===== src/sulr_pkg.sv =====
`timescale 1ns / 1ps
`default_nettype none
// ---------------------------------------------------------------------------
// sulr_pkg: shared types and constants of the sensor link receiver
// Beat payload structs, protocol codes and the controller/datapath bundles.
// ---------------------------------------------------------------------------
package sulr_pkg;

  localparam int MsgMax     = 34;
  localparam int NameMax    = 11;
  localparam int AddrW      = 6;
  localparam int IdxW       = 5;
  localparam int CfgIdxW    = 3;
  localparam int CfgDataW   = 10;

  localparam logic [CfgIdxW-1:0] CfgKeepalive = 3'd0;
  localparam logic [CfgIdxW-1:0] CfgAckDelay  = 3'd1;
  localparam logic [CfgIdxW-1:0] CfgMaxErr    = 3'd2;
  localparam logic [CfgIdxW-1:0] CfgReqMode   = 3'd3;
  localparam logic [CfgIdxW-1:0] CfgColor     = 3'd4;

  typedef enum logic [2:0] {
    LinkErr  = 3'd0,
    LinkSync = 3'd1,
    LinkInfo = 3'd2,
    LinkAck  = 3'd3,
    LinkData = 3'd4
  } link_e;

  localparam logic [3:0] ErrNone     = 4'd0;
  localparam logic [3:0] ErrSize     = 4'd1;
  localparam logic [3:0] ErrChecksum = 4'd2;
  localparam logic [3:0] ErrAckEarly = 4'd3;
  localparam logic [3:0] ErrMissing  = 4'd4;
  localparam logic [3:0] ErrDup      = 4'd5;
  localparam logic [3:0] ErrModes    = 4'd6;
  localparam logic [3:0] ErrSpeed    = 4'd7;
  localparam logic [3:0] ErrCmd      = 4'd8;
  localparam logic [3:0] ErrName     = 4'd9;
  localparam logic [3:0] ErrNameLen  = 4'd10;
  localparam logic [3:0] ErrWrongMode= 4'd11;
  localparam logic [3:0] ErrFormat   = 4'd12;
  localparam logic [3:0] ErrDataEarly= 4'd13;
  localparam logic [3:0] ErrDataMode = 4'd14;
  localparam logic [3:0] ErrDataLimit= 4'd15;

  localparam logic [3:0] ClsNone    = 4'd0;
  localparam logic [3:0] ClsType    = 4'd1;
  localparam logic [3:0] ClsModes   = 4'd2;
  localparam logic [3:0] ClsSpeed   = 4'd3;
  localparam logic [3:0] ClsVersion = 4'd4;
  localparam logic [3:0] ClsName    = 4'd5;
  localparam logic [3:0] ClsFormat  = 4'd12;
  localparam logic [3:0] ClsData    = 4'd13;
  localparam logic [3:0] ClsCmdUnk  = 4'd14;

  localparam logic [7:0]  ByteAck   = 8'h04;
  localparam logic [7:0]  ByteNack  = 8'h02;
  localparam logic [7:0]  ByteSync  = 8'h40;
  localparam logic [7:0]  ByteIdle  = 8'hFF;
  localparam logic [7:0]  HdrNoCk   = 8'hDC;
  localparam logic [7:0]  TypeMin   = 8'd29;
  localparam logic [7:0]  TypeMax   = 8'd101;
  localparam logic [18:0] BaudSafe  = 19'd2400;
  localparam logic [31:0] BaudMin   = 32'd2400;
  localparam logic [31:0] BaudMax   = 32'd460800;
  localparam logic [11:0] ReqBits   = 12'h813;
  localparam logic [11:0] ModeBits  = 12'hFF0;

  typedef struct packed {
    logic       operation;
    logic [7:0] rx_byte;
  } in_item_t;

  typedef struct packed {
    logic [2:0]  link_status;
    logic [3:0]  error_code;
    logic        tx_valid;
    logic [7:0]  tx_byte;
    logic        baud_valid;
    logic [18:0] baud_rate;
    logic [3:0]  msg_class;
    logic [3:0]  msg_mode;
    logic [7:0]  payload_byte;
    logic [4:0]  payload_index;
    logic        last;
  } out_item_t;

  typedef struct packed {
    logic            capture;
    logic            exec;
    logic            rd;
    logic            load;
    logic [IdxW-1:0] idx;
  } ctl_cmd_t;

  typedef struct packed {
    logic            slot_free;
    logic [IdxW-1:0] last_idx;
  } dp_sts_t;

  function automatic logic [7:0] frame_size(input logic [7:0] h);
    logic [7:0] n;
    n = 8'd1;
    if (h[7:6] != 2'b00) begin
      n = (8'd1 << h[5:3]) + 8'd2;
      if (h[7:6] == 2'b10) n = n + 8'd1;
    end
    return n;
  endfunction

endpackage
`default_nettype wire


===== src/sensor_uart_link_receiver_top.sv =====
`timescale 1ns / 1ps
`default_nettype none
// ---------------------------------------------------------------------------
// sensor_uart_link_receiver_top: serial sensor link receiver
// Frames and checks sensor messages and drives the link handshake.
// ---------------------------------------------------------------------------
// Usage:
//  - Input channel (in_*): one beat per received line byte (operation 0)
//    or per 1 ms tick (operation 1).
//  - Output channel (out_*): every input beat yields 1 to 32 result beats;
//    the final one carries last. ACK/NACK to send and baud changes ride on
//    the first beat of a step.
//  - Config channel (cfg_*): always ready; write only while idle.
//  - Flow: the beat is captured, the step executes, then each result beat
//    is read from the single-ported message store, once per result beat,
//    and loaded into the output register. No new input beat is taken
//    during the walk; the next one is taken while the last result beat
//    still waits in the output register.
//  - Reset: link in error state, registers at their defaults, no results.
//  - Output stall: the walk holds on the current beat until out_ready_i.
// ---------------------------------------------------------------------------
module sensor_uart_link_receiver_top (
  input  wire logic                          clk_i,
  input  wire logic                          rst_ni,
  input  wire logic                          in_valid_i,
  output logic                               in_ready_o,
  input  wire sulr_pkg::in_item_t            in_data_i,
  output logic                               out_valid_o,
  input  wire logic                          out_ready_i,
  output sulr_pkg::out_item_t                out_data_o,
  input  wire logic                          cfg_valid_i,
  output logic                               cfg_ready_o,
  input  wire logic [sulr_pkg::CfgIdxW-1:0]  cfg_index_i,
  input  wire logic [sulr_pkg::CfgDataW-1:0] cfg_data_i
);

  sulr_pkg::ctl_cmd_t cmd;
  sulr_pkg::dp_sts_t  sts;

  // sequencer: handshake and result walk
  sulr_ctrl u_ctrl (
    .clk_i      (clk_i),
    .rst_ni     (rst_ni),
    .in_valid_i (in_valid_i),
    .in_ready_o (in_ready_o),
    .sts_i      (sts),
    .cmd_o      (cmd)
  );

  // protocol state, message store and output register
  sulr_dp u_dp (
    .clk_i       (clk_i),
    .rst_ni      (rst_ni),
    .in_data_i   (in_data_i),
    .cmd_i       (cmd),
    .sts_o       (sts),
    .cfg_valid_i (cfg_valid_i),
    .cfg_ready_o (cfg_ready_o),
    .cfg_index_i (cfg_index_i),
    .cfg_data_i  (cfg_data_i),
    .out_valid_o (out_valid_o),
    .out_ready_i (out_ready_i),
    .out_data_o  (out_data_o)
  );

endmodule
`default_nettype wire


===== src/sulr_ctrl.sv =====
`timescale 1ns / 1ps
`default_nettype none
// ---------------------------------------------------------------------------
// sulr_ctrl: sequencer of the sensor link receiver
// Takes an input beat, runs one step, then walks the result beats.
// ---------------------------------------------------------------------------
module sulr_ctrl (
  input  wire logic              clk_i,
  input  wire logic              rst_ni,
  input  wire logic              in_valid_i,
  output logic                   in_ready_o,
  input  wire sulr_pkg::dp_sts_t sts_i,
  output sulr_pkg::ctl_cmd_t     cmd_o
);

  typedef enum logic [3:0] {
    CIdle = 4'b0001,
    CExec = 4'b0010,
    CRead = 4'b0100,
    CLoad = 4'b1000
  } ctl_state_e;

  ctl_state_e state_q, state_d;
  logic [sulr_pkg::IdxW-1:0] idx_q, idx_d;
  logic accept;

  assign in_ready_o = (state_q == CIdle);
  assign accept     = in_valid_i && in_ready_o;

  always_comb begin
    state_d       = state_q;
    idx_d         = idx_q;
    cmd_o.capture = accept;
    cmd_o.exec    = 1'b0;
    cmd_o.rd      = 1'b0;
    cmd_o.load    = 1'b0;
    cmd_o.idx     = idx_q;
    case (state_q)
      CIdle: begin
        if (accept) state_d = CExec;
      end
      CExec: begin
        cmd_o.exec = 1'b1;
        idx_d      = '0;
        state_d    = CRead;
      end
      CRead: begin
        cmd_o.rd = 1'b1;
        state_d  = CLoad;
      end
      CLoad: begin
        if (sts_i.slot_free) begin
          cmd_o.load = 1'b1;
          if (idx_q == sts_i.last_idx) begin
            state_d = CIdle;
          end else begin
            idx_d   = idx_q + 1'b1;
            state_d = CRead;
          end
        end
      end
      default: state_d = CIdle;
    endcase
  end

  always_ff @(posedge clk_i or negedge rst_ni) begin
    if (!rst_ni) begin
      state_q <= CIdle;
      idx_q   <= '0;
    end else begin
      state_q <= state_d;
      idx_q   <= idx_d;
    end
  end

  a_load_free: assert property (@(posedge clk_i) disable iff (!rst_ni)
    cmd_o.load |-> sts_i.slot_free) else $error("load into busy output slot");
  a_accept_exec: assert property (@(posedge clk_i) disable iff (!rst_ni)
    accept |=> state_q == CExec) else $error("accepted beat not executed");
  a_exec_read: assert property (@(posedge clk_i) disable iff (!rst_ni)
    state_q == CExec |=> (state_q == CRead && idx_q == '0))
    else $error("result walk did not start at zero");
  a_idx_range: assert property (@(posedge clk_i) disable iff (!rst_ni)
    state_q == CLoad |-> idx_q <= sts_i.last_idx) else $error("result index overrun");

endmodule
`default_nettype wire


===== src/sulr_dp.sv =====
`timescale 1ns / 1ps
`default_nettype none
// ---------------------------------------------------------------------------
// sulr_dp: datapath of the sensor link receiver
// Link state, message store, protocol checks, timers and the output slot.
// ---------------------------------------------------------------------------
module sulr_dp (
  input  wire logic                              clk_i,
  input  wire logic                              rst_ni,
  input  wire sulr_pkg::in_item_t                in_data_i,
  input  wire sulr_pkg::ctl_cmd_t                cmd_i,
  output sulr_pkg::dp_sts_t                      sts_o,
  input  wire logic                              cfg_valid_i,
  output logic                                   cfg_ready_o,
  input  wire logic [sulr_pkg::CfgIdxW-1:0]      cfg_index_i,
  input  wire logic [sulr_pkg::CfgDataW-1:0]     cfg_data_i,
  output logic                                   out_valid_o,
  input  wire logic                              out_ready_i,
  output sulr_pkg::out_item_t                    out_data_o
);

  // configuration
  logic [9:0] keep_q;
  logic [7:0] ackd_q, maxerr_q, color_q;
  logic [2:0] reqmode_q;

  // protocol state
  sulr_pkg::link_e link_q, link_d;
  logic [5:0]  held_q, held_d;
  logic [11:0] info_q, info_d;
  logic [3:0]  cmode_q, cmode_d;
  logic [4:0]  mcount_q, mcount_d;
  logic [7:0]  dtype_q, dtype_d;
  logic [18:0] pbaud_q, pbaud_d;
  logic [7:0]  derr_q, derr_d;
  logic        dseen_q, dseen_d, trun_q, trun_d;
  logic [9:0]  tcnt_q, tcnt_d;
  logic [7:0]  xor_q, xor_d;
  logic [5:0]  nlen_q, nlen_d;
  logic        zseen_q, zseen_d;
  logic [7:0]  hdr_q [5];

  sulr_pkg::in_item_t item_q;
  logic [7:0] mem_q [sulr_pkg::MsgMax];
  logic [7:0] rd_q;

  // result plan of the current step
  logic [3:0]  ev_err, ev_err_q;
  logic        ev_tx, ev_tx_q, ev_bv, ev_bv_q;
  logic [7:0]  ev_txb, ev_txb_q;
  logic [18:0] ev_baud, ev_baud_q;
  logic [3:0]  p_cls, p_cls_q, p_mode, p_mode_q;
  logic        p_mem, p_mem_q, p_start2, p_start2_q;
  logic [7:0]  p_byte, p_byte_q;
  logic [4:0]  p_last, p_last_q;

  logic        out_valid_q;
  sulr_pkg::out_item_t out_q;

  // step scratch
  logic        we, fail, emit_msg;
  logic [5:0]  wa;
  logic [3:0]  fail_code;
  logic [7:0]  b, h0, fs_new, fs_held, c2, cnt;
  logic [2:0]  cmd;
  logic [3:0]  mode, bitidx;
  logic [31:0] sp;
  logic [8:0]  mplus;
  logic [9:0]  tinc, interval;
  logic        bad;

  assign cfg_ready_o = 1'b1;

  always_comb begin
    link_d = link_q;  held_d = held_q;  info_d = info_q;  cmode_d = cmode_q;
    mcount_d = mcount_q;  dtype_d = dtype_q;  pbaud_d = pbaud_q;  derr_d = derr_q;
    dseen_d = dseen_q;  trun_d = trun_q;  tcnt_d = tcnt_q;  xor_d = xor_q;
    nlen_d = nlen_q;  zseen_d = zseen_q;
    ev_err = sulr_pkg::ErrNone;  ev_tx = 1'b0;  ev_txb = 8'd0;  ev_bv = 1'b0;
    ev_baud = 19'd0;
    p_cls = sulr_pkg::ClsNone;  p_mode = 4'd0;  p_mem = 1'b0;  p_start2 = 1'b0;
    p_byte = 8'd0;  p_last = 5'd0;
    we = 1'b0;  wa = 6'd0;  fail = 1'b0;  fail_code = sulr_pkg::ErrNone;
    emit_msg = 1'b0;
    b = item_q.rx_byte;
    h0 = hdr_q[0];
    fs_new = sulr_pkg::frame_size(b);
    fs_held = sulr_pkg::frame_size(h0);
    cmd = h0[2:0];
    mode = {1'b0, cmd};
    c2 = hdr_q[1];
    if (h0[7:6] == 2'b10 && c2[5]) begin
      mode = mode + 4'd8;
      c2[5] = 1'b0;
    end
    cnt = fs_held - ((h0[7:6] == 2'b10) ? 8'd3 : 8'd2);
    bitidx = 4'(c2[2:0]) + 4'd4;
    sp = {24'd0, hdr_q[1]};
    if (cnt > 8'd1) sp = sp | {16'd0, hdr_q[2], 8'd0};
    if (cnt > 8'd2) sp = sp | {8'd0, hdr_q[3], 16'd0};
    if (cnt > 8'd3) sp = sp | {hdr_q[4], 24'd0};
    mplus = {1'b0, hdr_q[3]} + 9'd1;
    bad = (xor_q != b) && (dtype_q != color_q) && (h0 != sulr_pkg::HdrNoCk);
    tinc = tcnt_q + 10'd1;
    interval = (link_q == sulr_pkg::LinkAck) ? {2'b00, ackd_q} : keep_q;

    if (item_q.operation) begin
      // millisecond tick
      if (trun_q) begin
        if (tinc < interval) begin
          tcnt_d = tinc;
        end else begin
          tcnt_d = 10'd0;
          if (link_q == sulr_pkg::LinkAck) begin
            link_d = sulr_pkg::LinkData;
            ev_bv = 1'b1;
            ev_baud = pbaud_q;
          end else if (derr_q > maxerr_q) begin
            trun_d = 1'b0;
            link_d = sulr_pkg::LinkErr;
            held_d = 6'd0;
            ev_err = sulr_pkg::ErrDataLimit;
            ev_bv = 1'b1;
            ev_baud = sulr_pkg::BaudSafe;
          end else begin
            if (!dseen_q && derr_q != 8'hFF) derr_d = derr_q + 8'd1;
            ev_tx = 1'b1;
            ev_txb = sulr_pkg::ByteNack;
            dseen_d = 1'b0;
          end
        end
      end
    end else if (link_q == sulr_pkg::LinkErr || link_q == sulr_pkg::LinkSync) begin
      // hunting sync on a TYPE message
      link_d = sulr_pkg::LinkSync;
      if (held_q == 6'd0) begin
        if (b == sulr_pkg::ByteSync) begin
          we = 1'b1;  wa = 6'd0;  held_d = 6'd1;
        end
      end else if (held_q == 6'd1) begin
        if (b >= sulr_pkg::TypeMin && b <= sulr_pkg::TypeMax) begin
          we = 1'b1;  wa = 6'd1;  held_d = 6'd2;
        end else begin
          held_d = 6'd0;
        end
      end else begin
        held_d = 6'd0;
        if (b == (8'hFF ^ hdr_q[0] ^ hdr_q[1])) begin
          mcount_d = 5'd1;
          dtype_d = hdr_q[1];
          info_d = 12'd1;
          dseen_d = 1'b0;
          derr_d = 8'd0;
          link_d = sulr_pkg::LinkInfo;
          p_cls = sulr_pkg::ClsType;
          p_byte = hdr_q[1];
        end
      end
    end else if (held_q != 6'd0) begin
      we = 1'b1;
      wa = held_q;
      held_d = held_q + 6'd1;
      xor_d = xor_q ^ b;
      if (held_q >= 6'd2 && !zseen_q) begin
        if (b == 8'd0) zseen_d = 1'b1;
        else nlen_d = nlen_q + 6'd1;
      end
      if ({2'b00, held_q} + 8'd1 >= fs_held) begin
        held_d = 6'd0;
        if (bad) begin
          if (link_q == sulr_pkg::LinkData) begin
            if (derr_q != 8'hFF) derr_d = derr_q + 8'd1;
          end else begin
            fail = 1'b1;  fail_code = sulr_pkg::ErrChecksum;
          end
        end else if (h0[7:6] == 2'b01) begin
          p_mode = 4'd0;
          case (cmd)
            3'd1: begin
              info_d[1] = 1'b1;
              if (info_q[1]) begin
                fail = 1'b1;  fail_code = sulr_pkg::ErrDup;
              end else if (c2 > 8'd7) begin
                fail = 1'b1;  fail_code = sulr_pkg::ErrModes;
              end else begin
                mcount_d = 5'(c2) + 5'd1;
                if (fs_held > 8'd5) mcount_d = (mplus > 9'd31) ? 5'd31 : mplus[4:0];
                p_cls = sulr_pkg::ClsModes;  emit_msg = 1'b1;
              end
            end
            3'd2: begin
              info_d[2] = 1'b1;
              if (info_q[2]) begin
                fail = 1'b1;  fail_code = sulr_pkg::ErrDup;
              end else if (sp < sulr_pkg::BaudMin || sp > sulr_pkg::BaudMax) begin
                fail = 1'b1;  fail_code = sulr_pkg::ErrSpeed;
              end else begin
                pbaud_d = sp[18:0];
                p_cls = sulr_pkg::ClsSpeed;  emit_msg = 1'b1;
              end
            end
            3'd6: begin
              p_cls = sulr_pkg::ClsCmdUnk;  emit_msg = 1'b1;
            end
            3'd7: begin
              info_d[3] = 1'b1;
              if (info_q[3]) begin
                fail = 1'b1;  fail_code = sulr_pkg::ErrDup;
              end else begin
                p_cls = sulr_pkg::ClsVersion;  emit_msg = 1'b1;
              end
            end
            default: begin
              fail = 1'b1;  fail_code = sulr_pkg::ErrCmd;
            end
          endcase
        end else if (h0[7:6] == 2'b10) begin
          p_mode = mode;
          p_start2 = 1'b1;
          if (c2 == 8'd0) begin
            info_d = info_q & ~sulr_pkg::ModeBits;
            if (hdr_q[2] < 8'h41 || hdr_q[2] > 8'h7A) begin
              fail = 1'b1;  fail_code = sulr_pkg::ErrName;
            end else if (nlen_q > 6'(sulr_pkg::NameMax)) begin
              fail = 1'b1;  fail_code = sulr_pkg::ErrNameLen;
            end else begin
              cmode_d = mode;
              info_d[4] = 1'b1;
              p_cls = sulr_pkg::ClsName;  emit_msg = 1'b1;
            end
          end else if (c2 >= 8'd1 && c2 <= 8'd6) begin
            if (cmode_q != mode) begin
              fail = 1'b1;  fail_code = sulr_pkg::ErrWrongMode;
            end else begin
              info_d[bitidx] = 1'b1;
              if (info_q[bitidx]) begin
                fail = 1'b1;  fail_code = sulr_pkg::ErrDup;
              end else begin
                p_cls = sulr_pkg::ClsName + c2[3:0];  emit_msg = 1'b1;
              end
            end
          end else if (c2 == 8'h80) begin
            if (cmode_q != mode) begin
              fail = 1'b1;  fail_code = sulr_pkg::ErrWrongMode;
            end else if (info_q[11]) begin
              fail = 1'b1;  fail_code = sulr_pkg::ErrDup;
            end else begin
              info_d[11] = 1'b1;
              if (hdr_q[2] == 8'd0 || fs_held < 8'd7) begin
                fail = 1'b1;  fail_code = sulr_pkg::ErrFormat;
              end else if (((info_q | 12'h800) & sulr_pkg::ReqBits) != sulr_pkg::ReqBits) begin
                fail = 1'b1;  fail_code = sulr_pkg::ErrMissing;
              end else if (hdr_q[3] > 8'd3) begin
                fail = 1'b1;  fail_code = sulr_pkg::ErrFormat;
              end else begin
                if (cmode_q != 4'd0) cmode_d = cmode_q - 4'd1;
                p_cls = sulr_pkg::ClsFormat;  emit_msg = 1'b1;
              end
            end
          end
        end else begin
          // data message
          p_mode = mode;
          if (link_q != sulr_pkg::LinkData) begin
            fail = 1'b1;  fail_code = sulr_pkg::ErrDataEarly;
          end else if (mode != cmode_q && mode != {1'b0, reqmode_q}) begin
            fail = 1'b1;  fail_code = sulr_pkg::ErrDataMode;
          end else begin
            cmode_d = mode;
            dseen_d = 1'b1;
            if (derr_q != 8'd0) derr_d = derr_q - 8'd1;
            p_cls = sulr_pkg::ClsData;  emit_msg = 1'b1;
          end
        end
      end
    end else if (b == sulr_pkg::ByteIdle) begin
      // filler between messages
    end else if (fs_new > 8'(sulr_pkg::MsgMax)) begin
      fail = 1'b1;  fail_code = sulr_pkg::ErrSize;
    end else begin
      we = 1'b1;  wa = 6'd0;  held_d = 6'd1;
      xor_d = 8'hFF ^ b;
      nlen_d = 6'd0;
      zseen_d = 1'b0;
      if (fs_new == 8'd1) begin
        held_d = 6'd0;
        if (b[2:0] == 3'd4) begin
          if (mcount_q == 5'd0) begin
            fail = 1'b1;  fail_code = sulr_pkg::ErrAckEarly;
          end else if ((info_q & sulr_pkg::ReqBits) != sulr_pkg::ReqBits) begin
            fail = 1'b1;  fail_code = sulr_pkg::ErrMissing;
          end else begin
            link_d = sulr_pkg::LinkAck;
            ev_tx = 1'b1;
            ev_txb = sulr_pkg::ByteAck;
            trun_d = 1'b1;
            tcnt_d = 10'd0;
          end
        end
      end
    end

    if (emit_msg) begin
      p_mem = 1'b1;
      p_last = 5'(cnt - 8'd1);
    end else if (!(p_cls == sulr_pkg::ClsType)) begin
      p_cls = sulr_pkg::ClsNone;
      p_mode = 4'd0;
      p_start2 = 1'b0;
    end else begin
      p_mode = 4'd0;
    end

    if (fail) begin
      link_d = sulr_pkg::LinkErr;
      held_d = 6'd0;
      pbaud_d = sulr_pkg::BaudSafe;
      trun_d = 1'b0;
      tcnt_d = 10'd0;
      ev_err = fail_code;
      ev_bv = 1'b1;
      ev_baud = sulr_pkg::BaudSafe;
      p_cls = sulr_pkg::ClsNone;
      p_mode = 4'd0;
      p_mem = 1'b0;
      p_byte = 8'd0;
      p_last = 5'd0;
    end
  end

  always_ff @(posedge clk_i or negedge rst_ni) begin
    if (!rst_ni) begin
      keep_q <= 10'd100;  ackd_q <= 8'd10;  maxerr_q <= 8'd6;
      reqmode_q <= 3'd0;  color_q <= 8'd29;
      link_q <= sulr_pkg::LinkErr;  held_q <= 6'd0;  info_q <= 12'd0;
      cmode_q <= 4'd0;  mcount_q <= 5'd0;  dtype_q <= 8'd0;  pbaud_q <= 19'd0;
      derr_q <= 8'd0;  dseen_q <= 1'b0;  trun_q <= 1'b0;  tcnt_q <= 10'd0;
      out_valid_q <= 1'b0;
    end else begin
      if (cfg_valid_i) begin
        case (cfg_index_i)
          sulr_pkg::CfgKeepalive: keep_q    <= cfg_data_i;
          sulr_pkg::CfgAckDelay:  ackd_q    <= cfg_data_i[7:0];
          sulr_pkg::CfgMaxErr:    maxerr_q  <= cfg_data_i[7:0];
          sulr_pkg::CfgReqMode:   reqmode_q <= cfg_data_i[2:0];
          sulr_pkg::CfgColor:     color_q   <= cfg_data_i[7:0];
          default: ;
        endcase
      end
      if (cmd_i.exec) begin
        link_q <= link_d;  held_q <= held_d;  info_q <= info_d;  cmode_q <= cmode_d;
        mcount_q <= mcount_d;  dtype_q <= dtype_d;  pbaud_q <= pbaud_d;
        derr_q <= derr_d;  dseen_q <= dseen_d;  trun_q <= trun_d;  tcnt_q <= tcnt_d;
      end
      if (cmd_i.load) out_valid_q <= 1'b1;
      else if (out_ready_i) out_valid_q <= 1'b0;
    end
  end

  always_ff @(posedge clk_i) begin
    if (cmd_i.capture) item_q <= in_data_i;
    if (cmd_i.exec) begin
      xor_q <= xor_d;  nlen_q <= nlen_d;  zseen_q <= zseen_d;
      ev_err_q <= ev_err;  ev_tx_q <= ev_tx;  ev_txb_q <= ev_txb;
      ev_bv_q <= ev_bv;  ev_baud_q <= ev_baud;
      p_cls_q <= p_cls;  p_mode_q <= p_mode;  p_mem_q <= p_mem;
      p_start2_q <= p_start2;  p_byte_q <= p_byte;  p_last_q <= p_last;
      if (we) begin
        mem_q[wa] <= b;
        if (wa < 6'd5) hdr_q[wa[2:0]] <= b;
      end
    end
    if (cmd_i.rd) rd_q <= mem_q[6'(cmd_i.idx) + (p_start2_q ? 6'd2 : 6'd1)];
    if (cmd_i.load) begin
      out_q.link_status   <= link_q;
      out_q.error_code    <= (cmd_i.idx == '0) ? ev_err_q : 4'd0;
      out_q.tx_valid      <= (cmd_i.idx == '0) && ev_tx_q;
      out_q.tx_byte       <= (cmd_i.idx == '0) ? ev_txb_q : 8'd0;
      out_q.baud_valid    <= (cmd_i.idx == '0) && ev_bv_q;
      out_q.baud_rate     <= (cmd_i.idx == '0) ? ev_baud_q : 19'd0;
      out_q.msg_class     <= p_cls_q;
      out_q.msg_mode      <= p_mode_q;
      out_q.payload_byte  <= p_mem_q ? rd_q : p_byte_q;
      out_q.payload_index <= p_mem_q ? cmd_i.idx : 5'd0;
      out_q.last          <= (cmd_i.idx == p_last_q);
    end
  end

  assign sts_o.slot_free = !out_valid_q || out_ready_i;
  assign sts_o.last_idx  = p_last_q;
  assign out_valid_o     = out_valid_q;
  assign out_data_o      = out_q;

endmodule
`default_nettype wire


===== config.mk =====
export PLATFORM = sky130hd
export DESIGN_NAME = sensor_uart_link_receiver_top
export DESIGN_NICKNAME = d
export VERILOG_FILES = /design/src/sulr_pkg.sv /design/src/sensor_uart_link_receiver_top.sv /design/src/sulr_ctrl.sv /design/src/sulr_dp.sv
export SDC_FILE = /design/constraint.sdc
export NUM_CORES = 1
export LEC_CHECK = 0
export ABC_CLOCK_PERIOD_IN_PS = 6900
export BUFFER_PORTS_ARGS = -buffer_cell sky130_fd_sc_hd__buf_2
export CAP_MARGIN = 5
export CORE_UTILIZATION = 35
export DETAILED_ROUTE_END_ITERATION = 8
export HOLD_SLACK_MARGIN = 0.06
export SYNTH_ARGS = -nofsm -noshare
export SYNTH_HDL_FRONTEND = slang
export SYNTH_SLANG_ARGS = --single-unit

===== constraint.sdc =====
create_clock -name clk_i -period 6.9 [get_ports clk_i]
set_input_delay 0 -clock clk_i [delete_from_list [all_inputs] [get_ports clk_i]]
set_output_delay 0 -clock clk_i [all_outputs]
set_load 0.01 [all_outputs]

==> flow_summary.yaml <==
grt:
  antenna_found_initial: 0
  grt_start_max_net_pins: 65
  overflow: 0
  grt_pass1_wl_um: 102400
  grt_pass1_vias: 16670
  grtUsageTotal: 0.1733
routing:
  wirelength_um: 65810
  drt_iter0_drc: 1444
  drt_pre_antenna_iters: 5
  drc_errors: 0
  viasPerCell: 5.402
  drtAntennaViolNets: 0
  post_drt_wl_per_cell_um: 21.70
  via_count: 16380
worst_hold_path:
  hold_depth: 5
  min-delay-start: "cfg_valid_i"
  hold-path-endpoint: "u_dp.ackd_q[2]$_DFFE_PN0P_"
  hp-class: "input port to flip-flop"
power_and_ir_drop:
  pwr-share-clk: 0.346
  ir_worst_vdd_v: 0.0001879
  powerDensity_nw_per_um2: 306.5
  p_int_mw: 6.715
  p_leak_nw: 10.75
  power_frac_comb: 0.211
  switchingPower_mw: 2.534
  sequentialPowerShare: 0.443
  swShare: 0.2739
layout:
  nNetsFinal: 2099
  insertedDiodeCount: 0
  areaGrowthSynthToFinish_pct: 14.75
  instances_no_fill: 3033
  design_area_um2: 30170
  drive_above_1_share: 0.1991
die:
  dieArea_um2: 76230
  initial_utilization: 0.3532
  fp-row-count: 100
  die_y_um: 276.1
  io_pins: 88
  dieWidth_um: 276.1
  core_um2: 74450
setup_path:
  r2r_end: "u_dp.derr_q[2]$_DFFE_PN0P_"
  critPathMaxFanout: 16
  cp_data_required_time_ns: 7.41
  r2r_slack_ns: 2.00
  critPathCaptureType: "flip-flop"
  path_class: "flip-flop to flip-flop"
  reg2reg_from: "u_dp.hdr_q[0][4]$_DFFE_PP_"
  critPathLaunchType: "flip-flop"
  worstRegToRegCells: 17
  cp_data_arrival_time_ns: 5.41
placement:
  gp_congestion: 0.9484
  port_buffers: 80
  dp_hpwl_um: 44080
  place_inst: 2872
  placed_area_um2: 27690
  dp_slack_ns: 1.988
clock_network:
  cts.path.max_buffers: 3
  cts_tree: "yes"
  cts_setup_buffers: 0
  cts_sinks: 570
  cts_made_buffers: 58
  cts_resized: 0
  cts_hold_buf: 53
  cts_root_buffer: "clkbuf_16"
  clock_latency_ns: 0.66
  clkTransAtPathRegs_ns: 0.06
  ctsHtreeMaxLevel: 2
timing:
  max_freq_ghz: 0.2040
  rsz0062_at_grt: "false"
  period_share: 0.7103
  setup_violations: 0
  hold_viol: 0
  fin_worst_skew_ns: 0.08501
  worst_slack_ns: 1.999
  slew_headroom: 0.2523
  worst_pin_slew_ns: 1.110
  fin_crit_ns: 4.901
  tns_ns: 0
  maxSlewViolCount: 0
synthesis:
  yosysTopAreaCell: "edfxtp_1"
  syn_area_um2: 26290
  yosysMostFrequentCell: "edfxtp_1"
  synth_cells: 1888
  synth_ff_type: "edfxtp_1"
  ys_top_cells_by_area: "edfxtp_1 (51%), dfrtp_1 (11%), mux4_2 (7.0%)"
  yosys-top-cells-count: "edfxtp_1 (446), nor2_1 (157), dfrtp_1 (112)"
  async_reset_ff_frac: 0.2175
  yosysSeqAreaShare: 0.6279
  yosysWarnings: 0
  synth_top_area_frac: 0.5094
  synth_seq_cells: 570
  synth.avg_cell_area_um2: 13.93
  synth_edf_count: 446
  yosysUniqueCellTypes: 96
job:
  max-cap-violations: 0
run_status:
  outcome: "complete, no violations"
## area by class of cell
| class | count | area [um^2] |
|---|---|---|
| Fill cell | 6783 | 44280 |
| Sequential cell | 570 | 16510 |
| Multi-Input combinational cell | 1167 | 9134 |
| Clock buffer | 68 | 1489 |
| Tap cell | 969 | 1212 |
| Timing Repair Buffer | 161 | 1144 |
| Clock inverter | 40 | 464.2 |
| Inverter | 58 | 217.7 |
## how the worst max path moves through the flow
stage / startpoint / cells after the start / slack (ns) / endpoint
floorplan: u_dp.hdr_q[0][3]$_DFFE_PP_ / 20 / 2.96 / u_dp.pbaud_q[16]$_DFFE_PN0P_
global placement: u_dp.hdr_q[0][5]$_DFFE_PP_ / 17 / 2.21 / u_dp.derr_q[2]$_DFFE_PN0P_
detailed placement: u_dp.hdr_q[0][6]$_DFFE_PP_ / 14 / 1.99 / u_dp.derr_q[2]$_DFFE_PN0P_
CTS: u_dp.hdr_q[0][7]$_DFFE_PP_ / 14 / 2.01 / u_dp.derr_q[2]$_DFFE_PN0P_
global route: u_dp.hdr_q[0][6]$_DFFE_PP_ / 14 / 1.68 / u_dp.derr_q[2]$_DFFE_PN0P_
finish: u_dp.hdr_q[0][4]$_DFFE_PP_ / 17 / 2.00 / u_dp.derr_q[2]$_DFFE_PN0P_
## cells in the final DEF, fill, tap and decap left out, types with 20 or more instances in the layout
cell type        n
edfxtp_1       446
nor2_1         156
dfrtp_1        112
nand2_1        111
mux4_2          82
buf_2           79
a21oi_1         67
o21ai_0         61
xnor2_1         60
clkbuf_16       58
inv_1           55
ha_1            54
dlygate4sd3_1   53
nand3_1         49
mux2_2          49
and2_1          45
nor3_1          36
buf_4           29
xor2_1          23
and3_1          23
nor4_1          20
nor2b_1         20
mux2i_1         20
a211oi_1        20
## power by group through the flow
stage | logic [mW] | registers, mW | clock network [mW]
floorplan | 1.31 | 4.17 | 0
global placement | 1.92 | 4.16 | 0
detailed placement | 1.95 | 4.17 | 0
CTS | 1.98 | 4.10 | 3.27
global route | 2.10 | 4.12 | 3.40
finish | 1.95 | 4.10 | 3.20
## cell families after synthesis
| family | count (synthesis) | synth area share |
|---|---|---|
| and+or+nand+nor | 572 | 0.1109 |
| DFF | 570 | 0.6279 |
| AOI/OAI and AO/OA | 295 | 0.07928 |
| buffers and inverters | 156 | 0.02703 |
| muxes | 153 | 0.09969 |
| xor gates and xnor gates | 84 | 0.02798 |
| adders and majority gates | 56 | 0.02693 |
| other | 2 | 0.0002856 |
## worst max-delay path, stage by stage, from the launching register on
cell,delay [ns]
edfxtp_1,0.57
nor2_1,0.27
nand2_1,0.13
ha_1,0.41
inv_1,0.10
nand2_1,0.09
a32oi_1,0.16
ha_1,0.37
nand2_1,0.06
o21ai_0,0.15
a211oi_1,0.10
o21ai_1,0.22
nand2_1,0.25
a221o_1,0.44
a211o_1,0.37
a311oi_4,0.60
o221ai_1,0.25
a22o_1,0.28
## per-layer routing
| layer | vias to the layer above | global-route usage | part of all wire |
|---|---|---|---|
| met3 | 135 | 0.02273 | 0.047 |
| met5 | - | 0 | 0 |
| met1 | 8330 | 0.2252 | 0.42 |
| met4 | 0 | 0.06346 | 0.034 |
| li1 | 7390 | - | - |
| met2 | 529 | 0.2961 | 0.50 |
## through the flow
step	hold slack [ns]	util	total power, mW
finish	0.1438	0.4053	9.248
global route	0.1937	0.4053	9.619
CTS	0.1141	0.4053	9.357
detailed placement	0.1661	0.3719	6.118
global placement	0.1466	0.3719	6.084
floorplan	-0.2956	-	5.483
## sequential cells by signal, summed over array words and instances (netlist names), 10 cells and up
| register | cells |
|---|---|
| u_dp.mem_q | 272 |
| u_dp.out_data_o | 52 |
| u_dp.hdr_q | 40 |
| u_dp.ev_baud_q | 19 |
| u_dp.pbaud_q | 19 |
| u_dp.info_q | 12 |
| u_dp.keep_q | 10 |
| u_dp.tcnt_q | 10 |
Power figures use the tool's default switching activity.
